<file path="src/sv/length_prefixed_packet_receiver_macros.svh">
// Assertion macros shared by the length-prefixed packet receiver RTL.
// No dependencies; define ASSERT_OFF to compile the checks out.
`ifndef LENGTH_PREFIXED_PACKET_RECEIVER_MACROS_SVH
`define LENGTH_PREFIXED_PACKET_RECEIVER_MACROS_SVH

`ifndef ASSERT_OFF
// Property that must hold at every clock edge outside reset.
`define LPPR_ASSERT_HOLDS(label, clk, rst, prop) \
   label: assert property (@(posedge clk) disable iff (rst) (prop)) \
      else $error("assertion failed: property does not hold");
// Consequent that must hold in the cycle after the antecedent.
`define LPPR_ASSERT_NEXT(label, clk, rst, ante, cons) \
   label: assert property (@(posedge clk) disable iff (rst) (ante) |=> (cons)) \
      else $error("assertion failed: next-cycle consequence missing");
`else
`define LPPR_ASSERT_HOLDS(label, clk, rst, prop)
`define LPPR_ASSERT_NEXT(label, clk, rst, ante, cons)
`endif

`endif

</file>
<file path="src/sv/lppr_pkg.sv">
// Types and constants for the length-prefixed packet receiver.
// No dependencies; used by all modules and the testbench.
package lppr_pkg;

   // Event codes carried in event_res.
   typedef enum logic [2:0] {
      EV_NONE    = 3'd0,
      EV_START   = 3'd1,
      EV_DATA    = 3'd2,
      EV_DONE    = 3'd3,
      EV_CONNECT = 3'd4,
      EV_TIMEOUT = 3'd5,
      EV_REJECT  = 3'd6
   } event_type;

   // Item kind codes for func.
   localparam logic FUNC_BYTE = 1'b0;
   localparam logic FUNC_TICK = 1'b1;

   // Register indexes of the configuration port.
   localparam logic CSR_TIMEOUT_MS   = 1'b0;
   localparam logic CSR_CONNECT_CODE = 1'b1;

   // Register reset values.
   localparam logic [15:0] TIMEOUT_MS_RESET   = 16'd100;
   localparam logic [7:0]  CONNECT_CODE_RESET = 8'h0A;

   // Saturation value of the elapsed counter.
   localparam logic [15:0] ELAPSED_MAX = 16'hFFFF;

   // Connect requests are exactly two payload bytes long.
   localparam logic [7:0] CONNECT_LENGTH = 8'd2;

   // Configuration register contents.
   typedef struct packed {
      logic [15:0] timeout_ms;
      logic [7:0]  connect_code;
   } cfg_type;

   // One result beat.
   typedef struct packed {
      event_type  event_res;
      logic [7:0] data_byte;
      logic [6:0] byte_index;
      logic [6:0] packet_length;
   } rsp_type;

   // Receiver status, lengths zero-extended to the widest byte length.
   typedef struct packed {
      logic       in_progress;
      logic [7:0] received_count;
      logic [7:0] expected_length;
   } status_type;

endpackage

</file>
<file path="src/sv/lppr_channels.sv">
// Valid/ready channel interfaces for request and response beats.
// No dependencies.
interface lppr_req_if;
   logic       valid;
   logic       ready;
   logic       func;
   logic [7:0] rx_byte;

   modport source (output valid, output func, output rx_byte, input ready);
   modport sink   (input valid, input func, input rx_byte, output ready);
endinterface

interface lppr_rsp_if;
   logic       valid;
   logic       ready;
   logic [2:0] event_res;
   logic [7:0] data_byte;
   logic [6:0] byte_index;
   logic [6:0] packet_length;

   modport source (output valid, output event_res, output data_byte,
                   output byte_index, output packet_length, input ready);
   modport sink   (input valid, input event_res, input data_byte,
                   input byte_index, input packet_length, output ready);
endinterface

</file>
<file path="src/sv/lppr_engine.sv">
// Receiver state and per-beat update logic; computes one result per accepted beat.
// Depends on lppr_pkg.
module lppr_engine
   import lppr_pkg::*;
#(
   parameter int MAX_DATA = 64
) (
   input  logic       clock,
   input  logic       reset,
   input  logic       accept,
   input  logic       func,
   input  logic [7:0] rx_byte,
   input  cfg_type    cfg,
   output rsp_type    result,
   output status_type status
);

   localparam int LEN_W = $clog2(MAX_DATA + 1);
   localparam logic [8:0] MAX_LEN = 9'(MAX_DATA);

   logic             in_progress_ff, in_progress_in;
   logic [LEN_W-1:0] expected_ff, expected_in;
   logic [LEN_W-1:0] count_ff, count_in;
   logic [7:0]       first_payload_ff, first_payload_in;
   logic [15:0]      elapsed_ff, elapsed_in;

   logic [15:0]      elapsed_inc;
   logic [LEN_W-1:0] count_inc;
   logic [7:0]       count_inc_w;
   logic [7:0]       expected_w;
   logic [7:0]       count_w;
   logic             length_ok;

   // Lengths are reported masked to the seven-bit result fields.
   function automatic logic [6:0] to_field(input logic [7:0] value);
      return value[6:0];
   endfunction

   assign elapsed_inc = (elapsed_ff == ELAPSED_MAX) ? elapsed_ff : elapsed_ff + 16'd1;
   assign count_inc   = count_ff + LEN_W'(1);
   assign count_inc_w = 8'(count_inc);
   assign count_w     = 8'(count_ff);
   assign expected_w  = 8'(expected_ff);
   assign length_ok   = (rx_byte != 8'd0) && ({1'b0, rx_byte} <= MAX_LEN);

   // Next state and result for the beat on the input.
   always_comb begin
      in_progress_in   = in_progress_ff;
      expected_in      = expected_ff;
      count_in         = count_ff;
      first_payload_in = first_payload_ff;
      elapsed_in       = elapsed_ff;
      result           = '{event_res: EV_NONE, data_byte: 8'd0,
                           byte_index: 7'd0, packet_length: 7'd0};

      if (func == FUNC_TICK) begin
         elapsed_in = elapsed_inc;
         if (in_progress_ff && (elapsed_inc > cfg.timeout_ms)) begin
            in_progress_in       = 1'b0;
            result.event_res     = EV_TIMEOUT;
            result.byte_index    = to_field(count_w);
            result.packet_length = to_field(expected_w);
         end
      end else if (!in_progress_ff) begin
         if (length_ok) begin
            in_progress_in       = 1'b1;
            expected_in          = LEN_W'(rx_byte);
            count_in             = '0;
            elapsed_in           = 16'd0;
            result.event_res     = EV_START;
            result.packet_length = to_field(rx_byte);
         end else begin
            result.event_res = EV_REJECT;
            result.data_byte = rx_byte;
         end
      end else begin
         count_in = count_inc;
         if (count_inc_w == 8'd1) begin
            first_payload_in = rx_byte;
         end
         result.data_byte     = rx_byte;
         result.byte_index    = to_field(count_inc_w);
         result.packet_length = to_field(expected_w);
         if (count_inc == expected_ff) begin
            in_progress_in = 1'b0;
            // A two-byte packet opened by the connect code is a connect request.
            if ((count_inc_w == CONNECT_LENGTH) && (first_payload_ff == cfg.connect_code)) begin
               result.event_res = EV_CONNECT;
            end else begin
               result.event_res = EV_DONE;
            end
         end else begin
            result.event_res = EV_DATA;
         end
      end
   end

   // State registers, updated on each accepted beat.
   always_ff @(posedge clock) begin
      if (reset) begin
         in_progress_ff   <= 1'b0;
         expected_ff      <= '0;
         count_ff         <= '0;
         first_payload_ff <= 8'd0;
         elapsed_ff       <= 16'd0;
      end else if (accept) begin
         in_progress_ff   <= in_progress_in;
         expected_ff      <= expected_in;
         count_ff         <= count_in;
         first_payload_ff <= first_payload_in;
         elapsed_ff       <= elapsed_in;
      end
   end

   assign status = '{in_progress: in_progress_ff, received_count: count_w,
                     expected_length: expected_w};

endmodule

</file>
<file path="src/sv/lppr_out_reg.sv">
// Output register stage: holds one result beat until the consumer takes it.
// Depends on lppr_pkg.
module lppr_out_reg
   import lppr_pkg::*;
(
   input  logic    clock,
   input  logic    reset,
   input  logic    in_valid,
   output logic    in_ready,
   input  rsp_type in_data,
   output logic    out_valid,
   input  logic    out_ready,
   output rsp_type out_data
);

   logic    valid_ff;
   rsp_type data_ff;

   // A new beat may enter when the stage is empty or drains this cycle.
   assign in_ready = !valid_ff || out_ready;

   always_ff @(posedge clock) begin
      if (reset) begin
         valid_ff <= 1'b0;
      end else if (in_ready) begin
         valid_ff <= in_valid;
      end
   end

   always_ff @(posedge clock) begin
      if (in_valid && in_ready) begin
         data_ff <= in_data;
      end
   end

   assign out_valid = valid_ff;
   assign out_data  = data_ff;

endmodule

</file>
<file path="src/sv/length_prefixed_packet_receiver.sv">
// Top level of the length-prefixed packet receiver: channels, CSRs, checks.
// Depends on lppr_pkg, the channel interfaces, lppr_engine, lppr_out_reg and the macro header.
`include "length_prefixed_packet_receiver_macros.svh"

// Receives length-prefixed packets from a UART byte stream, one request beat per
// received byte or per one-millisecond tick, and answers every request beat with
// exactly one response beat (start, data, done, connect, timeout, reject or none).
// The receiver state updates as a beat is accepted, and the result lands in a
// one-deep output register that is refilled in the same cycle it drains, so a
// beat can be accepted every cycle while the response side keeps up. The
// response appears in the cycle after its request is accepted. The user must
// write timeout_ms (index 0) and connect_code (index 1) through the CSR port
// only while no beat is in flight; the block itself does not enforce this.
module length_prefixed_packet_receiver
   import lppr_pkg::*;
#(
   parameter int MAX_DATA = 64
) (
   input  logic        clock,
   input  logic        reset,
   lppr_req_if.sink    req_ch,
   lppr_rsp_if.source  rsp_ch,
   input  logic        csr_we,
   input  logic        csr_addr,
   input  logic [15:0] csr_wdata
);

   cfg_type    cfg_ff;
   rsp_type    engine_rsp;
   rsp_type    out_rsp;
   status_type status;
   logic       req_ready;
   logic       accept;
   logic       rsp_held;
   logic       count_in_range;

   // Configuration registers.
   always_ff @(posedge clock) begin
      if (reset) begin
         cfg_ff.timeout_ms   <= TIMEOUT_MS_RESET;
         cfg_ff.connect_code <= CONNECT_CODE_RESET;
      end else if (csr_we) begin
         case (csr_addr)
            CSR_TIMEOUT_MS:   cfg_ff.timeout_ms   <= csr_wdata;
            CSR_CONNECT_CODE: cfg_ff.connect_code <= csr_wdata[7:0];
            default:          ;
         endcase
      end
   end

   assign accept       = req_ch.valid && req_ready;
   assign req_ch.ready = req_ready;

   lppr_engine #(
      .MAX_DATA (MAX_DATA)
   ) u_engine (
      .clock   (clock),
      .reset   (reset),
      .accept  (accept),
      .func    (req_ch.func),
      .rx_byte (req_ch.rx_byte),
      .cfg     (cfg_ff),
      .result  (engine_rsp),
      .status  (status)
   );

   lppr_out_reg u_out_reg (
      .clock     (clock),
      .reset     (reset),
      .in_valid  (req_ch.valid),
      .in_ready  (req_ready),
      .in_data   (engine_rsp),
      .out_valid (rsp_ch.valid),
      .out_ready (rsp_ch.ready),
      .out_data  (out_rsp)
   );

   assign rsp_ch.event_res     = 3'(out_rsp.event_res);
   assign rsp_ch.data_byte     = out_rsp.data_byte;
   assign rsp_ch.byte_index    = out_rsp.byte_index;
   assign rsp_ch.packet_length = out_rsp.packet_length;

   // Conditions watched by the checks below.
   assign rsp_held       = rsp_ch.valid && !rsp_ch.ready;
   assign count_in_range = !status.in_progress ||
                           (status.received_count < status.expected_length);

   // A held response blocks new requests.
   `LPPR_ASSERT_HOLDS(a_stall_blocks_req, clock, reset, !rsp_held || !req_ch.ready)
   // Every accepted request shows up as a response beat in the next cycle.
   `LPPR_ASSERT_NEXT(a_accept_gives_rsp, clock, reset, accept, rsp_ch.valid)
   // While a packet is open, fewer bytes than its length have been counted.
   `LPPR_ASSERT_HOLDS(a_count_below_length, clock, reset, count_in_range)

endmodule

</file>
<file path="src/flat_wrapper.sv">
// flat-port wrapper written by rule: the top's interface ports become plain ports
module length_prefixed_packet_receiver_flat import lppr_pkg::*;
#(
   parameter int MAX_DATA = 64
)
  (clock, reset, csr_we, csr_addr, csr_wdata, req_ch_valid, req_ch_func, req_ch_rx_byte, req_ch_ready, rsp_ch_valid, rsp_ch_event_res, rsp_ch_data_byte, rsp_ch_byte_index, rsp_ch_packet_length, rsp_ch_ready);
  lppr_req_if req_ch_i ();
  lppr_rsp_if rsp_ch_i ();
  input  logic clock;
  input  logic reset;
  input  logic csr_we;
  input  logic csr_addr;
  input  logic [15:0] csr_wdata;
  input wire logic [$bits(req_ch_i.valid)-1:0] req_ch_valid;
  input wire logic [$bits(req_ch_i.func)-1:0] req_ch_func;
  input wire logic [$bits(req_ch_i.rx_byte)-1:0] req_ch_rx_byte;
  output wire logic [$bits(req_ch_i.ready)-1:0] req_ch_ready;
  output wire logic [$bits(rsp_ch_i.valid)-1:0] rsp_ch_valid;
  output wire logic [$bits(rsp_ch_i.event_res)-1:0] rsp_ch_event_res;
  output wire logic [$bits(rsp_ch_i.data_byte)-1:0] rsp_ch_data_byte;
  output wire logic [$bits(rsp_ch_i.byte_index)-1:0] rsp_ch_byte_index;
  output wire logic [$bits(rsp_ch_i.packet_length)-1:0] rsp_ch_packet_length;
  input wire logic [$bits(rsp_ch_i.ready)-1:0] rsp_ch_ready;
  assign req_ch_i.valid = req_ch_valid;
  assign req_ch_i.func = req_ch_func;
  assign req_ch_i.rx_byte = req_ch_rx_byte;
  assign req_ch_ready = req_ch_i.ready;
  assign rsp_ch_valid = rsp_ch_i.valid;
  assign rsp_ch_event_res = rsp_ch_i.event_res;
  assign rsp_ch_data_byte = rsp_ch_i.data_byte;
  assign rsp_ch_byte_index = rsp_ch_i.byte_index;
  assign rsp_ch_packet_length = rsp_ch_i.packet_length;
  assign rsp_ch_i.ready = rsp_ch_ready;
  length_prefixed_packet_receiver #(.MAX_DATA(MAX_DATA)) u_core (.clock(clock), .reset(reset), .req_ch(req_ch_i), .rsp_ch(rsp_ch_i), .csr_we(csr_we), .csr_addr(csr_addr), .csr_wdata(csr_wdata));
endmodule
</file>
<file path="config.mk">
export PLATFORM = sky130hd
export DESIGN_NAME = length_prefixed_packet_receiver_flat
export DESIGN_NICKNAME = d
export VERILOG_FILES = /design/src/sv/lppr_pkg.sv /design/src/sv/lppr_channels.sv /design/src/sv/lppr_engine.sv /design/src/sv/lppr_out_reg.sv /design/src/sv/length_prefixed_packet_receiver.sv /design/src/flat_wrapper.sv
export VERILOG_INCLUDE_DIRS = /design/src /design/src/sv
export SDC_FILE = /design/constraint.sdc
export NUM_CORES = 1
export LEC_CHECK = 0
export ABC_AREA = 1
export BUFFER_PORTS_ARGS = -buffer_cell sky130_fd_sc_hd__buf_2
export CAP_MARGIN = 20
export CORE_MARGIN = 3
export CORE_UTILIZATION = 46
export DETAILED_ROUTE_END_ITERATION = 7
export PLACE_DENSITY_LB_ADDON = 0.15
export SLEW_MARGIN = 20
export SYNTH_ARGS = -nofsm -noshare
export SYNTH_HDL_FRONTEND = slang
export SYNTH_SLANG_ARGS = --single-unit
</file>
<file path="constraint.sdc">
create_clock -name clock -period 3.21 [get_ports clock]
set_clock_uncertainty 0.05 [all_clocks]
set_input_delay 0.1605 -clock clock [delete_from_list [all_inputs] [get_ports clock]]
set_output_delay 0.1605 -clock clock [all_outputs]
set_load 0.03 [all_outputs]
</file>
Yosys cells after proc, flatten, opt, wreduce, memory -nomap -nowiden
Cells that the tools add are included.

operators by class
  add/subtract/negate cells = 2
  equal/unequal tests = 7
  reductions and logical operators = 16
  muxes and demuxes = 23
  magnitude comparators = 2
  bitwise gates (word level) = 3

operator list
  operator               number
  $mux 16                4
  $mux 7                 5
  $mux 14                2
  $add 16x1->16 const B  1
  $eq 16x16->1 const B   1
  $gt 16x16->1           1
  $mux 3                 5
  $mux 11                1
  $eq 8x8->1             1
  $le 8x7->1 const B     1
  $mux 8                 1
  $reduce_and 4->1       2
  $reduce_bool 8->1      1
  $add 7x1->7 const B    1
  $eq 7x1->1 const B     1
  $eq 7x2->1 const B     1
  $eq 7x7->1             1
  $reduce_and 2->1       3
  $reduce_and 3->1       2
  $mux 1                 5
  $logic_and 1x1->1      4
  $reduce_bool 2->1      2
  $not 1->1              3
  $ne 2x1->1 const B     1
  3 further kinds        3

storage, ports and cells
  bits in registers = 89
  bits of input ports = 31

Logic depth before layout (Yosys ltp)
Gate-level depths: netlist of run 1.

  word-level depth = 7
  gate-level depth with buffers = 26
  mapped depth without buffers = 25

Cells and area by module
From an unflattened synthesis of run 1, not the netlist that was laid out.

second synthesis, totals
  cell total of the unflattened synthesis = 643
  area total of the unflattened synthesis = 4794.6 um2

by module, submodules not included
  module                           area an instance (um2)  instances  sequential area each (um2)  cells each
  lppr_engine                      3030.4                  1          780.7                       475
  length_prefixed_packet_receiver  965.9                   1          480.5                       137
  lppr_out_reg                     798.3                   1          770.7                       31

Worst setup path before layout of run 1
No wires, ideal clock.

  path kind = reg2reg
  start = register u_core.u_engine.elapsed_ff[0]
  end = register u_core.u_out_reg.data_ff (netlist bit u_core.u_out_reg.out_data[6]) (data pin)
  path slack = 0.584 ns
  cell stages (with the launch flop) = 18
  arrival = 2.315 ns
  clock period less this slack = 2.626 ns
  cells stage by stage = dfxtp_1 > ha_1 > nand2_1 > inv_2 > nand4_1 > nor2_1 > nand2_1 > nand3_1 > a21boi_0 > ha_1 > a21oi_1 > o21ai_0 > a21oi_1 > nand2_1 > nand2_1 > nand2_1 > nand2_1 > o21ai_0

RTL lines
  element                   line                text
  start: declaration        lppr_engine.sv:25   logic [15:0] elapsed_ff, elapsed_in;
  start signal: assignment  lppr_engine.sv:111  elapsed_ff <= elapsed_in;
  end signal: assignment    lppr_out_reg.sv:32  data_ff <= in_data;
  end: declaration          lppr_out_reg.sv:17  rsp_type data_ff;

==> results of run 1 <==
[cell type report]
class / instances / area, um2 / share of cell area [%]
tap: 133 / 166.4 / 3.012
multi-input combinational: 453 / 2374 / 42.96
inverter: 89 / 339.1 / 6.137
timing repair buffer: 70 / 405.4 / 7.337
clock buffer: 9 / 123.9 / 2.242
clock inverter: 7 / 82.58 / 1.495
sequential: 89 / 2034 / 36.82
[registers in the layout, indices dropped and copies added, names as in the netlist]
name / cells
u_core.cfg_ff: 24
u_core.u_engine.count_ff: 7
u_core.u_engine.elapsed_ff: 16
u_core.u_engine.expected_ff: 7
u_core.u_engine.first_payload_ff: 8
u_core.u_engine.in_progress_ff: 1
u_core.u_out_reg.out_data: 25
u_core.u_out_reg.out_valid: 1
[kinds of logic (layout without fill, tap and decap cells)]
family	after synthesis	in the layout	synth area share (%)
buffers and inverters	104	175	8.911
xor gates and xnor gates	12	12	2.189
adders and majority gates	20	20	5.211
AOI/OAI and AO/OA	122	122	13.47
and+or+nand+nor	299	299	27.91
DFF	89	89	42.31
[how the worst min path moves through the flow]
stage / from / to / slack [ns] / cells after the start
2_1_floorplan: csr_wdata[2] / u_core.cfg_ff[10] / 0.24 / 2
3_3_place_gp: csr_wdata[5] / u_core.cfg_ff[13] / 0.35 / 3
3_5_place_dp: csr_wdata[5] / u_core.cfg_ff[13] / 0.36 / 3
4_1_cts: req_ch_rx_byte[2] / u_core.u_engine.expected_ff[2] / 0.004 / 3
5_1_grt: req_ch_rx_byte[0] / u_core.u_engine.expected_ff[0] / 0.04 / 3
6_report: req_ch_rx_byte[2] / u_core.u_engine.expected_ff[2] / 0.009 / 3
[cell usage after synthesis, types with 10 or more instances]
library cell	n
a21oi_1	58
dfxtp_1	64
edfxtp_1	25
ha_1	20
inv_1	73
inv_2	15
nand2_1	162
nand3_1	27
nand4_1	10
nor2_1	63
o21ai_0	35
o21ai_1	13
[critical path, delay by kind of cell (launching register included)]
kind	cells	cell delay [ns]
AOI/OAI and AO/OA	5	0.66
adders and majority gates	2	0.43
buffers and inverters	2	0.17
DFF	1	0.36
and+or+nand+nor	8	1.01
[timing repair]
item                                    in CTS  in global routing
endpoints found under the setup margin       0                 17
resized for setup                            0                 12
endpoints found under the hold margin       10                  0
hold buffers                                 9                  0
buffers inserted                             0                  2
[metal layers]
| metal | part of all wire (%) | vias up |
|---|---|---|
| met1 | 43 | 1934 |
| met4 | 2.8 | 0 |
| met5 | 0 | - |
| li1 | - | 2235 |
| met2 | 49 | 116 |
| met3 | 5.6 | 27 |
[stage by stage]
step	setup TNS, ns	hold slack (ns)	power, mW	worst slack, ns	instance area (um2)
after global placement	0	0.3505	1.502	0.2647	5180
after detailed placement	0	0.3586	1.506	0.07787	5180
final	0	0.009008	2.308	0.2774	5525
after global routing	-0.006260	0.03772	2.421	-0.006260	5525
after floorplan	0	0.2409	1.423	0.5840	4802
after CTS	0	0.003959	2.329	0.06922	5477
[where the power goes]
| part | total (mW) | internal, mW | switching [mW] |
|---|---|---|---|
| logic | 0.270 | 0.0856 | 0.185 |
| registers | 1.22 | 1.20 | 0.0180 |
| clock network | 0.818 | 0.373 | 0.445 |
==> run metrics, run 1 <==
status finished, final reports clean; Synth Net Count 697; ys async rst share 0%; WP data required 3.27 ns; Worst-Skew Late Latency 0.37 ns; post-synthesis sequential area ratio 42.31%; Syn Std Cell Area 4802 um2; M2 GR Usage 33.70%; r2r worst-path depth 17; IO Count 58; worst-path cell chain ha_1 -> nand2_1 -> inv_2 -> nand4_1 -> nor2_2 -> nand2_1 -> nand3_1 -> a21boi_1 -> ha_1 -> a21oi_1 -> o21ai_0 -> a21oi_1 -> nand2_1 -> nand2_2 -> inv_1 -> nand2_2 -> o22ai_1; CP dominant cell by count nand2_1; commonest cells after routing, fill and taps aside nand2_1, inv_1, dfxtp_1; fin. max-slew vios 0; met3 Use GR 3.881%; drt initial violations 232; fraction of layout cells with a size suffix above 1 18.41%; Placed Cells 823; Tmin final 2.933 ns; Post-Synthesis Cells 646; number of flops mapped to enable cells by yosys 25; vias in the first global route 4,061; Die Y 108.2 um; via count 4,312; GRT Util Overall 20.24%; initial antenna violation count 0; pwr dens 417.6 nW/um2; drt pass-1 iters 5; routability cong. 0.8989; ys flop type dfxtp_1; Worst EP arrival 3.00 ns; NumNets Final 763; Area Overhead vs Synth 15.06%; Initial Util 48.24%; clk sinks 89; CTS buffer count 9; remaining antenna violation count 0; die width 108.2 um; Area contributors post-synth dfxtp_1, edfxtp_1, nand2_1; P_leak 2.461 nW; crit path kind flop to flop; routed vias/inst 5.073; DP HPWL 8424 um; H-tree depth 3; first-pass GRT wire length 18,960 um; number of setup violations in the final report 0; count of different cell masters after synthesis 41; Max IR drop VDD 218.2 uV; Critical Path Sink u_core.u_out_reg.out_data[8]; largest net degree at the start of global routing 34; cell accounting for the most synthesized area dfxtp_1; Min-Delay Path Class input port to flop; CP Capture Type flop; Tcrit/Tclk final 91.36%; Worst Tran Pin Value 0.7712 ns; Most Used Layer, Global Route met2; Reg-to-Reg Start u_core.u_engine.elapsed_ff[0]; die area 11,700 um2; crit path launch u_core.u_engine.elapsed_ff[0]; CTS tree yes; # fillers 933; max cap viols 0; Buffers on Ports 57; Routed WL per cell 13.32 um; register bit total from synthesis 89; startpoint class of the critical path flop; Remaining Overflow, GRT 0; fmax 341.0 MHz; clock slew at reported path FFs 0.10 ns; Worst R2R End u_core.u_out_reg.out_data[8]; Slew Limit Headroom 48.53%; Warnings, synthesis 0; Critical Path Fanout Max 6; drt total wl 11,320 um; CP max stage delay 0.36 ns; Post-Syn Area per Cell 7.434 um2; most common cell after layout, fill and taps aside nand2_1; Core Region 9955 um2; post-route insts no fill 850; final core occ 55.51%; Final Hold Fails 0; drc violations 0; area share of the largest cell type after synthesis 26.68%; Crit-path slowest cell dfxtp_2; met1 usage 25.42%; clock root cell clkbuf_8; Reg2Reg Setup Slack 0.28 ns; Diodes inserted 0; Bufs on Longest Clock Path 2; FP Rows 36
Note: power is estimated with default switching activity, not from simulation.
==> run 2: changes to the inputs <==
Settings changed: PLACE_DENSITY set to 0.7, PLACE_DENSITY_LB_ADDON 0.15 to unset.
==> run metrics, run 2 (synthesized netlist as in run 1, its figures left out) <==
FP Rows 36; Tmin final 2.971 ns; Worst R2R End u_core.u_out_reg.out_data[10]; clk sinks 89; Placed Cells 823; Most Used Layer, Global Route met2; clock slew at reported path FFs 0.09 ns; Buffers on Ports 57; Final Hold Fails 0; startpoint class of the critical path flop; Area Overhead vs Synth 15.06%; Routed WL per cell 12.99 um; number of flip-flops in the largest register 25; Die Y 108.2 um; r2r worst-path depth 16; Fin Hold WS 0.02068 ns; number of setup violations in the final report 0; unrepaired setup endpoints after global routing false; largest net degree at the start of global routing 34; Initial Util 48.24%; drc violations 0; DP HPWL 8136 um; Worst EP arrival 3.04 ns; Reg-to-Reg Start u_core.u_engine.elapsed_ff[3]; CTS tree yes; fraction of layout cells with a size suffix above 1 17.90%; die width 108.2 um; Tcrit/Tclk final 92.55%; Slew Limit Headroom 43.85%; Worst-Skew Late Latency 0.37 ns; Worst Tran Pin Value 0.8413 ns; CP Capture Type flop; met3 Use GR 3.104%; max cap viols 0; Post-Route Setup TNS 0 ns; fin. max-slew vios 0; crit path kind flop to flop; drt pass-1 iters 5; fmax 336.6 MHz; clock root cell clkbuf_8; status finished, final reports clean; Remaining Overflow, GRT 0; post-route insts no fill 848; first-pass GRT wire length 18,220 um; NumNets Final 761; met1 usage 24.07%; P_leak 2.472 nW; drt total wl 11,010 um; remaining antenna violation count 0; M2 GR Usage 33.17%; initial antenna violation count 0; drt initial violations 204; H-tree depth 3; Max IR drop VDD 263.2 uV; GRT Util Overall 19.51%; crit path launch u_core.u_engine.elapsed_ff[3]; Reg2Reg Setup Slack 0.24 ns; IO Count 58; Diodes inserted 0; via count 4,335; Min-Delay Path Class input port to flop; routability cong. 0.9386; die area 11,700 um2; CTS buffer count 9; commonest cells after routing, fill and taps aside nand2_1, inv_1, dfxtp_1; Critical Path Fanout Max 6; WP data required 3.27 ns; Core Region 9955 um2; most common cell after layout, fill and taps aside nand2_1; Worst Hold Depth 3; Critical Path Sink u_core.u_out_reg.out_data[10]; pwr dens 432.3 nW/um2; routed vias/inst 5.112; Bufs on Longest Clock Path 2; vias in the first global route 4,033
==> run 2: changes by cell type in the layout (fill, tap and decap cells not counted), moves of 2 or more <==
cell	before	now
clkinvlp_4	2	0
dlygate4sd3_1	9	7
nor2_1	59	61
nor2_2	6	4
==> run 2: per-layer routing <==
metal	wire length [um]	vias to the layer above
met2	5185	119
met4	309	0
met1	4883	1962
met3	633	24
met5	0	-
li1	-	2230
==> run 2: layout make-up <==
cell class / count / area, um2
clock buffer: 10 / 148.9
clock inverter: 6 / 86.33
fill: 913 / 4429
inverter: 89 / 339.1
multi-input combinational: 453 / 2365
sequential: 89 / 2034
tap: 133 / 166.4
timing repair buffer: 68 / 385.4
==> run 2: worst min path at each step <==
stage	slack, ns	end	start
6_report	0.02	u_core.cfg_ff[18]	csr_wdata[10]
5_1_grt	0.03	u_core.u_engine.expected_ff[5]	req_ch_rx_byte[5]
4_1_cts	0.01	u_core.u_engine.expected_ff[5]	req_ch_rx_byte[5]
3_5_place_dp	0.36	u_core.cfg_ff[14]	csr_wdata[6]
3_3_place_gp	0.35	u_core.cfg_ff[14]	csr_wdata[6]
2_1_floorplan	0.24	u_core.cfg_ff[10]	csr_wdata[2]
==> run 2: what timing repair did <==
action,CTS,global route
gates resized for setup,0,9
buffers inserted,0,2
hold endpoints to repair,7,0
hold buffers,7,0
setup endpoints to repair,0,17
==> run 2: through the flow <==
step / util, % / instance area (um2) / setup WS [ns] / total power, mW
CTS: 55.10 / 5485 / 0.1131 / 2.406
finish: 55.51 / 5525 / 0.2391 / 2.388
global route: 55.51 / 5525 / 0.008368 / 2.490
global placement: 52.04 / 5180 / 0.2565 / 1.501
floorplan: - / 4802 / 0.5840 / 1.423
detailed placement: 52.04 / 5180 / 0.1793 / 1.506
==> run 2: where the power goes <==
part           internal, mW  switching (mW)  total, mW
Combinational        0.0844           0.184      0.269
Clock                 0.487           0.414      0.901
Sequential             1.20          0.0179       1.22
Total                  1.77           0.616       2.39
==> run 2: critical path: stages, from the launching register on <==
cell      delay, ns
dfxtp_1        0.41
inv_1          0.12
nor3_2         0.29
nand3_2        0.17
nor2_1         0.18
nand3_1        0.12
a21boi_1       0.15
ha_1           0.30
nand2_1        0.07
nor2_1         0.16
nand2_1        0.09
nor2_1         0.12
nor2_1         0.06
nand2_2        0.12
inv_1          0.09
nand2_2        0.13
o22ai_1        0.09
